==> src/hdl/rcpd_pkg.sv <==
// Package for the RC pulse capture / dethermal block.
// Holds the item, result, state and configuration types and the reset constants.
// No dependencies.
`default_nettype none

package rcpd_pkg;

	// Bit positions inside pin_levels
	localparam int SERVO_BIT = 0;
	localparam int ESC_BIT   = 1;

	// Configuration reset values
	localparam logic [15:0] SERVO_LONG_THR_RST = 16'd1500;
	localparam logic [15:0] ESC_RUN_THR_RST    = 16'd1400;
	localparam logic [7:0]  DT_LIMIT_RST       = 8'd10;

	// Configuration register indexes
	typedef enum logic [1:0] {
		REG_SERVO_LONG_THR = 2'd0,
		REG_ESC_RUN_THR    = 2'd1,
		REG_DT_COUNT_LIMIT = 2'd2
	} reg_idx_t;

	typedef struct packed {
		logic [1:0]  pin_levels;
		logic [31:0] now_us;
		logic [31:0] now_ms;
	} evt_t;

	typedef struct packed {
		logic [31:0] servo_width_us;
		logic [31:0] esc_width_us;
		logic [31:0] period_us;
		logic [31:0] dethermal_elapsed_ms;
		logic [31:0] motor_run_ms;
	} res_t;

	typedef struct packed {
		logic [1:0]  addr;
		logic [15:0] wdata;
	} cfg_wr_t;

	typedef struct packed {
		logic [15:0] servo_long_threshold_us;
		logic [15:0] esc_run_threshold_us;
		logic [7:0]  dethermal_count_limit;
	} cfg_t;

	typedef struct packed {
		logic [1:0]  prev_levels;
		logic [31:0] rise_time_us;
		logic [31:0] servo_width;
		logic [31:0] esc_width;
		logic [31:0] period_len;
		logic [31:0] dethermal_start_ms;
		logic [31:0] esc_start_ms;
		logic [31:0] dethermal_elapsed;
		logic [31:0] motor_elapsed;
		logic [8:0]  long_pulse_count;
	} state_t;

endpackage

`default_nettype wire

==> src/hdl/rcpd_if.sv <==
// Channel interfaces for the RC pulse capture / dethermal block.
// Event input, result output and configuration write channels.
// Depends on rcpd_pkg.
`default_nettype none

interface rcpd_evt_if import rcpd_pkg::*; ();
	logic valid;
	logic ready;
	evt_t data;
	modport source (output valid, output data, input ready);
	modport sink (input valid, input data, output ready);
endinterface

interface rcpd_res_if import rcpd_pkg::*; ();
	logic valid;
	logic ready;
	res_t data;
	modport source (output valid, output data, input ready);
	modport sink (input valid, input data, output ready);
endinterface

interface rcpd_cfg_if import rcpd_pkg::*; ();
	logic    valid;
	logic    ready;
	cfg_wr_t data;
	modport source (output valid, output data, input ready);
	modport sink (input valid, input data, output ready);
endinterface

`default_nettype wire

==> src/hdl/rcpd_update.sv <==
// Next-state logic for one pin-change event: edge detect, width/period
// measurement, long-pulse counter and dethermal/motor timing.
// Depends on rcpd_pkg.
`default_nettype none

module rcpd_update import rcpd_pkg::*; (
	input  var state_t st,
	input  var cfg_t   cf,
	input  var evt_t   ev,
	output state_t     nxt
);

	logic [1:0]  chg;
	logic [31:0] servo_dt;
	logic [31:0] esc_dt;

	always_comb begin
		nxt = st;
		chg = ev.pin_levels ^ st.prev_levels;
		nxt.prev_levels = ev.pin_levels;
		servo_dt = ev.now_us - st.rise_time_us;

		// Servo edge first
		if (chg[SERVO_BIT]) begin
			if (!ev.pin_levels[SERVO_BIT]) begin
				nxt.servo_width = servo_dt;
				if (st.dethermal_start_ms != 32'd0) begin
					nxt.dethermal_elapsed = ev.now_ms - st.dethermal_start_ms;
				end
				if (servo_dt > {16'd0, cf.servo_long_threshold_us}) begin
					if (st.long_pulse_count > {1'b0, cf.dethermal_count_limit}) begin
						nxt.dethermal_start_ms = 32'd0;
						nxt.long_pulse_count   = 9'd0;
					end
					if (nxt.dethermal_start_ms != 32'd0) begin
						nxt.long_pulse_count = nxt.long_pulse_count + 9'd1;
					end
				end else if (st.long_pulse_count != 9'd0) begin
					nxt.long_pulse_count = st.long_pulse_count - 9'd1;
				end
			end else begin
				nxt.period_len   = servo_dt;
				nxt.rise_time_us = ev.now_us;
			end
		end

		// ESC falling edge, measured from the (possibly just updated) servo rise
		esc_dt = ev.now_us - nxt.rise_time_us;
		if (chg[ESC_BIT] && !ev.pin_levels[ESC_BIT]) begin
			nxt.esc_width = esc_dt;
			if (esc_dt > {16'd0, cf.esc_run_threshold_us}) begin
				nxt.motor_elapsed      = ev.now_ms - st.esc_start_ms;
				nxt.dethermal_start_ms = st.esc_start_ms;
			end else if (esc_dt < {16'd0, cf.esc_run_threshold_us}) begin
				nxt.esc_start_ms = ev.now_ms;
			end
		end
	end

endmodule

`default_nettype wire

==> src/hdl/rc_pulse_capture_dethermal_core.sv <==
// Top level of the RC pulse capture / dethermal block.
// Input register, next-state logic (rcpd_update), state and result registers.
// Depends on rcpd_pkg, rcpd_if and rcpd_update.
//
//  channel | dir | payload                                   | transfer
//  --------+-----+-------------------------------------------+------------------
//  evt     | in  | pin_levels, now_us, now_ms                | valid & ready
//  res     | out | servo/esc width, period, dethermal, motor | valid & ready
//  cfg     | in  | addr (register index), wdata              | valid & ready
//
// One event per cycle sustained while results are taken. An event is taken into
// the input stage, and when it advances its state update and result are written
// together into the state and result registers. Reset clears state and valid
// flags and loads the configuration defaults. A stalled result holds; the input
// stage still takes one more event behind it, and the event channel stalls only
// when both are full.
`default_nettype none

module rc_pulse_capture_dethermal_core import rcpd_pkg::*; (
	input  var logic   clk,
	input  var logic   arst_n,
	rcpd_evt_if.sink   evt,
	rcpd_res_if.source res,
	rcpd_cfg_if.sink   cfg
);

	evt_t   evt_s1;
	logic   valid_s1;
	state_t state_q;
	state_t state_nxt;
	cfg_t   cfg_q;
	res_t   res_q;
	logic   res_valid_q;
	logic   advance;

	// Move the input stage into the result register when it is free or drained
	assign advance   = valid_s1 && (!res_valid_q || res.ready);
	assign evt.ready = !valid_s1 || advance;
	assign cfg.ready = 1'b1;

	assign res.valid = res_valid_q;
	assign res.data  = res_q;

	// Input stage
	always_ff @(posedge clk or negedge arst_n) begin
		if (!arst_n) begin
			valid_s1 <= 1'b0;
		end else if (evt.ready) begin
			valid_s1 <= evt.valid;
		end
	end

	always_ff @(posedge clk) begin
		if (evt.valid && evt.ready) begin
			evt_s1 <= evt.data;
		end
	end

	// Configuration registers; writes beyond the list are dropped
	always_ff @(posedge clk or negedge arst_n) begin
		if (!arst_n) begin
			cfg_q.servo_long_threshold_us <= SERVO_LONG_THR_RST;
			cfg_q.esc_run_threshold_us    <= ESC_RUN_THR_RST;
			cfg_q.dethermal_count_limit   <= DT_LIMIT_RST;
		end else if (cfg.valid) begin
			case (cfg.data.addr)
				REG_SERVO_LONG_THR: cfg_q.servo_long_threshold_us <= cfg.data.wdata;
				REG_ESC_RUN_THR:    cfg_q.esc_run_threshold_us    <= cfg.data.wdata;
				REG_DT_COUNT_LIMIT: cfg_q.dethermal_count_limit   <= cfg.data.wdata[7:0];
				default: ;
			endcase
		end
	end

	rcpd_update u_update (
		.st  (state_q),
		.cf  (cfg_q),
		.ev  (evt_s1),
		.nxt (state_nxt)
	);

	// Measurement state: advance once per event
	always_ff @(posedge clk or negedge arst_n) begin
		if (!arst_n) begin
			state_q <= '0;
		end else if (advance) begin
			state_q <= state_nxt;
		end
	end

	// Result register: valid flag under reset, payload loads with the state
	always_ff @(posedge clk or negedge arst_n) begin
		if (!arst_n) begin
			res_valid_q <= 1'b0;
		end else if (advance) begin
			res_valid_q <= 1'b1;
		end else if (res.ready) begin
			res_valid_q <= 1'b0;
		end
	end

	always_ff @(posedge clk) begin
		if (advance) begin
			res_q.servo_width_us       <= state_nxt.servo_width;
			res_q.esc_width_us         <= state_nxt.esc_width;
			res_q.period_us            <= state_nxt.period_len;
			res_q.dethermal_elapsed_ms <= state_nxt.dethermal_elapsed;
			res_q.motor_run_ms         <= state_nxt.motor_elapsed;
		end
	end

	// An empty input stage never blocks the event channel
	a_ready_when_empty: assert property (@(posedge clk) disable iff (!arst_n)
		!valid_s1 |-> evt.ready)
		else $error("event channel stalled with empty input stage");

	// A new result only appears from an occupied input stage
	a_result_source: assert property (@(posedge clk) disable iff (!arst_n)
		$rose(res_valid_q) |-> $past(valid_s1))
		else $error("result produced without an event");

	// Long-pulse counter advances only while at most the limit, so it never passes 256
	a_count_bound: assert property (@(posedge clk) disable iff (!arst_n)
		state_q.long_pulse_count <= 9'd256)
		else $error("long-pulse counter out of range");

endmodule

`default_nettype wire

==> src/flat_wrapper.sv <==
// flat-port wrapper written by rule: the top's interface ports become plain ports
module rc_pulse_capture_dethermal_core_flat import rcpd_pkg::*;
  (clk, arst_n, evt_valid, evt_data, evt_ready, res_valid, res_data, res_ready, cfg_valid, cfg_data, cfg_ready);
  rcpd_evt_if evt_i ();
  rcpd_res_if res_i ();
  rcpd_cfg_if cfg_i ();
  input  var logic clk;
  input  var logic arst_n;
  input wire logic [$bits(evt_i.valid)-1:0] evt_valid;
  input wire logic [$bits(evt_i.data)-1:0] evt_data;
  output wire logic [$bits(evt_i.ready)-1:0] evt_ready;
  output wire logic [$bits(res_i.valid)-1:0] res_valid;
  output wire logic [$bits(res_i.data)-1:0] res_data;
  input wire logic [$bits(res_i.ready)-1:0] res_ready;
  input wire logic [$bits(cfg_i.valid)-1:0] cfg_valid;
  input wire logic [$bits(cfg_i.data)-1:0] cfg_data;
  output wire logic [$bits(cfg_i.ready)-1:0] cfg_ready;
  assign evt_i.valid = evt_valid;
  assign evt_i.data = evt_data;
  assign evt_ready = evt_i.ready;
  assign res_valid = res_i.valid;
  assign res_data = res_i.data;
  assign res_i.ready = res_ready;
  assign cfg_i.valid = cfg_valid;
  assign cfg_i.data = cfg_data;
  assign cfg_ready = cfg_i.ready;
  rc_pulse_capture_dethermal_core u_core (.clk(clk), .arst_n(arst_n), .evt(evt_i), .res(res_i), .cfg(cfg_i));
endmodule
==> config.mk <==
export PLATFORM = sky130hd
export DESIGN_NAME = rc_pulse_capture_dethermal_core_flat
export DESIGN_NICKNAME = d
export VERILOG_FILES = /design/src/hdl/rcpd_pkg.sv /design/src/hdl/rcpd_if.sv /design/src/hdl/rcpd_update.sv /design/src/hdl/rc_pulse_capture_dethermal_core.sv /design/src/flat_wrapper.sv
export SDC_FILE = /design/constraint.sdc
export NUM_CORES = 1
export LEC_CHECK = 0
export BUFFER_PORTS_ARGS = -buffer_cell sky130_fd_sc_hd__buf_4
export CAP_MARGIN = 40
export CORE_MARGIN = 5
export CORE_UTILIZATION = 45
export CTS_CLUSTER_DIAMETER = 200
export DETAILED_ROUTE_END_ITERATION = 12
export PLACE_DENSITY = 0.67
export SLEW_MARGIN = 10
export SYNTH_ARGS = -nofsm -noshare
export SYNTH_HDL_FRONTEND = slang
export SYNTH_SLANG_ARGS = --single-unit
==> constraint.sdc <==
create_clock -name clk -period 9.3 [get_ports clk]
set_input_delay 0.465 -clock clk [delete_from_list [all_inputs] [get_ports clk]]
set_output_delay 0.465 -clock clk [all_outputs]
set_load 0.05 [all_outputs]
# == Word level (Yosys, flattened, before mapping) ==
# Index checks and enable logic that the tools add are counted.
# op_classes
addsub,6
n_lt_le_gt_ge,4
eq_ne,2
muxes,30
bitwise,3
n_reduce_logical,19
# ops
operator,n
32-bit 2-to-1 mux,18
64-bit 2-to-1 mux,3
32-bit subtractor,4
32-bit by 16-bit > comparator with 1-bit output,2
32-bit nonzero test,2
9-bit 2-to-1 mux,7
32-bit by 16-bit less-than comparator with 1-bit output,1
"9-bit by 1-bit adder with 9-bit output, second input constant",1
9-bit by 8-bit > comparator with 1-bit output,1
9-bit nonzero test,1
"9-bit by 1-bit subtractor with 9-bit output, second input constant",1
4-bit AND reduction,2
2-bit AND reduction,3
2-bit nonzero test,2
1-bit logical AND,3
1-bit logical NOT,3
"2-bit by 1-bit equality test with 1-bit output, second input constant",1
"2-bit equality test, second input constant",1
2-bit logical NOT,1
1-bit logical OR,2
1-bit 2-to-1 mux,2
1-bit inverter,2
2-bit XOR,1
# totals
register_bits,535
inputBits,89
out_inout_bits,163
word_cells,87

# == Logic depth before layout (Yosys ltp) ==
# logic_depth
depth_word,10
mapped_depth,27
mapped_depth_nobuf,23

# == Hierarchy ==
# From an unflattened synthesis, not the netlist that was laid out.
# hier_totals
hier_cells,2761
area_unflattened_um2,31311.3
# by_module_without_submodules
module,instances,cells_per_inst,area_each_um2,seq_area_each_um2
rc_pulse_capture_dethermal_core,1,885,19404.9,14537.7
rcpd_update,1,1876,11906.4,0.0

# == Worst setup path after synthesis ==
# Ideal clock, no wire load.
# synth_path
kind,register to register
startpoint,"reg u_core.res_valid_q, in the netlist u_core.res.valid"
endpoint,"reg u_core.res_q, in the netlist u_core.res.data[0], enable pin"
setup_time_ns,0.586
arrival_ns,6.170
required_time_ns,8.714
slack_ns,2.544
path_stages_with_launch,7
n_path_buf,3
synth_period_minus_slack_ns,6.756
cell_sequence,dfrtp_1 -> nand2b_1 -> nand2_1 -> inv_1 -> clkbuf_1 -> clkbuf_1 -> buf_1
# synth_between
elab_chain_len,3
# synth_lines
element,line_no,text
"start, declared",rc_pulse_capture_dethermal_core.sv:33,logic res_valid_q;
"start signal, assigned",rc_pulse_capture_dethermal_core.sv:94,res_valid_q <= 1'b0;
"start signal, assigned",rc_pulse_capture_dethermal_core.sv:96,res_valid_q <= 1'b1;
"start signal, assigned",rc_pulse_capture_dethermal_core.sv:98,res_valid_q <= 1'b0;
1-bit logical NOT,rc_pulse_capture_dethermal_core.sv:37,assign advance = valid_s1 && (!res_valid_q || res.ready);
1-bit logical OR,rc_pulse_capture_dethermal_core.sv:37,
1-bit logical AND,rc_pulse_capture_dethermal_core.sv:37,
via u_core.advance,rc_pulse_capture_dethermal_core.sv:34,logic advance;
"end, declared",rc_pulse_capture_dethermal_core.sv:32,res_t res_q;
# The timed path passes the listed nets, and every way through them passes these cells.
# A chain may end at the register's enable or synchronous reset.

# == Worst setup path in the final report ==
# layout_path
startpoint,reg u_core.evt_s1[32] (netlist name)
endpoint,reg u_core.state_q[110] (netlist name)
# layout_between
elab_chain_len,7
word_cells_on_any_way,11
cone_classes,add/sub: 2; order compare: 2; mux: 7
# layout_lines
element,line_no,text
"start, declared",rc_pulse_capture_dethermal_core.sv:27,evt_t evt_s1;
"start signal, assigned",rc_pulse_capture_dethermal_core.sv:55,evt_s1 <= evt.data;
32-bit subtractor,rcpd_update.sv:21,servo_dt = ev.now_us - st.rise_time_us;
32-bit by 16-bit > comparator with 1-bit output,rcpd_update.sv:30,"if (servo_dt > {16'd0, cf.servo_long_threshold_us}) begin"
32-bit 2-to-1 mux,rcpd_update.sv:30,
32-bit 2-to-1 mux,rcpd_update.sv:25,if (!ev.pin_levels[SERVO_BIT]) begin
64-bit 2-to-1 mux,rcpd_update.sv:24,if (chg[SERVO_BIT]) begin
32-bit 2-to-1 mux,rcpd_update.sv:51,"if (esc_dt > {16'd0, cf.esc_run_threshold_us}) begin"
64-bit 2-to-1 mux *,rcpd_update.sv:49,if (chg[ESC_BIT] && !ev.pin_levels[ESC_BIT]) begin
"end signal, assigned",rc_pulse_capture_dethermal_core.sv:87,state_q <= state_nxt;
"end, declared",rc_pulse_capture_dethermal_core.sv:29,state_t state_q;
# Every way passes the cells marked *; elsewhere a longest branch is shown, timed or not.

==> impl_metrics.py <==
metrics = {
    "pwr": {
        "power_frac_comb_pct": 40.4,
        "p_sw_mw": 3.976,
        "p_int_mw": 6.083,
        "vdd_drop_max_uv": 194.9,
        "p_seq_share_pct": 35.5,
        "p_per_area_mw_per_mm2": 290.6,
        "p_sw_share_pct": 39.53,
        "pwr-share-clk_pct": 24.1,
        "power_leakage_nw": 15.18,
    },
    "outcome": {
        "status": "complete, no violations",
    },
    "sta": {
        "period_share_pct": 69.79,
        "tns_ns": 0,
        "finalCriticalPeriod_ns": 6.491,
        "finalMaxSlewViolations": 0,
        "hold_viol": 0,
        "slew_headroom_pct": 41.08,
        "timing.fmax_ghz": 0.1541,
        "setup_viol": 0,
        "finClkSkew_ns": 0.02665,
        "rsz0062_at_grt": "no",
        "worst_pin_slew_ns": 0.8838,
    },
    "logic_synthesis": {
        "ys_types": 99,
        "yosys_warnings": 0,
        "synthTopCellsByArea": "dfrtp_1, edfxtp_1, ha_1",
        "seq_area_frac_synth_pct": 49.81,
        "yosysTopAreaCell": "dfrtp_1",
        "avgSynthCellArea_um2": 10.54,
        "synth_nets": 3029,
        "synth_edf_count": 226,
        "synth_top_area_share_pct": 25.21,
        "synth_cells": 2770,
        "netlist_area_mm2": 0.02918,
        "ys_seq_elements": 535,
        "ys_async_sr_fraction_pct": 57.76,
        "synthFlopType": "dfrtp_1",
    },
    "place": {
        "io_buffers": 250,
        "routabilityCongestion": 0.8918,
        "dp.final_hpwl_mm": 56.77,
        "dp.cells": 3786,
    },
    "die": {
        "dieArea_mm2": 0.07005,
        "io_pins": 252,
        "die_w_um": 264.7,
        "chipHeight_um": 264.7,
        "coreArea_mm2": 0.06435,
        "initial_core_util_pct": 45.35,
        "row_count": 93,
    },
    "clocking": {
        "cts_buffers": 59,
        "cts_setup_buffers": 0,
        "cts_resized": 0,
        "h-tree-depth": 2,
        "clockRootBuffer": "clkbuf_16",
        "insertion_delay_ns": 0.64,
        "clock_sinks": 535,
        "clock_path_buffers": 3,
        "path_clk_slew_ns": 0.07,
        "cts_tree": "built",
    },
    "global_route": {
        "antenna_found_initial": 0,
        "grt.overflow.total": 0,
        "grt_pass1_vias": 21750,
        "grt_pass1_wl_mm": 121.8,
        "track_usage_pct": 21.55,
        "grt_max_degree": 129,
    },
    "route": {
        "via_count": 21960,
        "post_drt_via_cell_ratio": 5.547,
        "wl_per_cell_um": 19.86,
        "drt_iter0_markers": 1690,
        "drc": 0,
        "ant_nets": 0,
        "wirelength_mm": 78.63,
        "first_pass_iters": 5,
    },
    "worst_setup_path": {
        "crit_buf_inv": 4,
        "crit_family": "compound AO/OA/AOI/OAI gates",
        "crit_top_cell": "inv_1",
        "worst-setup-path-type": "flip-flop to flip-flop",
        "cp-start-kind": "flip-flop",
        "cp.required_ns": 9.86,
        "worst_ep_arrival_time_ns": 7.05,
        "cpPeakStageDelay_ns": 0.67,
        "critPathSlowestCell": "or3b_1",
        "cp-end-kind": "flip-flop",
        "cp_max_fo": 17,
        "crit_chain": "inv_1 -> ha_1 -> inv_1 -> fa_1 -> a211oi_1 -> o211ai_1 -> a22oi_1 -> nand2b_1 -> a21oi_1 -> xor2_1 -> inv_1 -> ha_1 -> a21oi_1 -> nor2_1 -> a211oi_1 -> o2111ai_1 -> o2bb2ai_1 -> a2111oi_0 -> nand4_1 -> and4b_1 -> or3b_1 -> buf_8 -> nand2_1 -> mux2i_1",
    },
    "finish": {
        "final_cell_count_no_fill": 3959,
        "final_nets": 3313,
        "diodes": 0,
        "area_growth_pct": 18.59,
        "drive_above_1_share_pct": 18.59,
        "final_core_util_pct": 53.78,
    },
    "min_path": {
        "hold_class": "primary input to flip-flop",
    },
    "run": {
        "drv_cap": 0,
    },
}
[kinds of logic (layout without fill, tap and decap cells)]
family / count (synthesis) / in the layout / share of synthesized area, %
simple gates: 780 / 780 / 12.33
compound gates: 622 / 622 / 13.37
flops: 535 / 535 / 49.81
buf+inv: 307 / 641 / 4.171
mux: 255 / 255 / 9.882
fa+ha+maj: 170 / 170 / 7.391
xor+xnor: 100 / 100 / 3.027
other cells: 1 / 1 / 0.01285
[placed cells by master, fill, tap and decap left out, types with 77 or more instances in the layout]
cell / synthesis / routed
mux2i_1: 77 / 77
inv_1: 195 / 194
ha_1: 166 / 166
edfxtp_1: 226 / 226
mux2_2: 123 / 123
a21oi_1: 114 / 114
dfrtp_1: 294 / 294
o21ai_0: 255 / 255
nand2_1: 447 / 446
buf_4: 3 / 261
[Yosys cell counts (all sizes together) (44+ instances only)]
cell	n
o21ai	268
clkbuf	71
edfxtp	226
nor2	74
xnor2	56
mux2	178
ha	166
xor2	44
a21oi	114
nand2	448
mux2i	77
a21o	59
dfrtp	294
inv	195
[area by class of cell]
cell class / count / area [um^2]
Sequential cell: 535 / 14540
Clock buffer: 80 / 1617
Multi-Input combinational cell: 1928 / 13480
Tap cell: 855 / 1070
Clock inverter: 31 / 380.4
Timing Repair Buffer: 335 / 2786
Inverter: 195 / 739.5
Fill cell: 5590 / 29740
[worst paths after layout]
path                                                 start                               to  slack [ns]  cells past startpoint
max in group asynchronous                           arst_n    u_core.state_q[2]$_DFFE_PN0P_        7.50                      3
max                            u_core.evt_s1[32]$_DFFE_PP_  u_core.state_q[110]$_DFFE_PN0P_        2.81                     24
min reg2reg                u_core.state_q[205]$_DFFE_PN0P_  u_core.state_q[205]$_DFFE_PN0P_        0.48                      2
min in group asynchronous                           arst_n  u_core.state_q[196]$_DFFE_PN0P_        0.50                      2
max reg2reg                    u_core.evt_s1[32]$_DFFE_PP_  u_core.state_q[110]$_DFFE_PN0P_        2.81                     24
min                                           evt_data[36]      u_core.evt_s1[36]$_DFFE_PP_        0.03                      1
[flip-flops by register name, summed over array words and instances (netlist names)]
| signal | cells |
|---|---|
| u_core.evt_s1 | 66 |
| u_core.cfg_q | 40 |
| u_core.res.valid | 1 |
| u_core.res.data | 160 |
| u_core.state_q | 267 |
| u_core.valid_s1 | 1 |
[power groups by stage]
| stage | clock network (mW) | logic, mW | registers [mW] |
|---|---|---|---|
| after CTS | 2.47 | 4.05 | 3.57 |
| final | 2.43 | 4.06 | 3.57 |
| after floorplan | 0 | 2.23 | 4.13 |
| after detailed placement | 0 | 4.01 | 3.60 |
| after global placement | 0 | 3.89 | 3.58 |
| after global routing | 2.56 | 4.43 | 3.64 |
[metal layers]
metal,up-vias,share of wire [%],global-route usage [%],wire [um]
met3,135,5.4,3.379,4222
met4,0,3.1,6.657,2402
li1,10430,-,-,-
met2,609,47,35.00,36900
met5,-,0,0,0
met1,10790,45,30.05,35110
[repair_timing]
item                                    CTS  global route
endpoints found under the hold margin   154             0
hold buffers                             62             0
endpoints found under the setup margin    0             0
[metrics by stage]
step                hold slack, ns  power (mW)  worst slack (ns)  cell area, um^2
floorplan                   0.1694       6.357             2.544            29180
global placement            0.4444       7.471             2.938            31810
detailed placement          0.4622       7.606             3.008            31990
CTS                      0.0006543       10.09             2.950            34610
global route              0.008899       10.63             2.202            34610
finish                     0.03499       10.06             2.809            34610
Note: power is estimated with default switching activity, not from simulation.
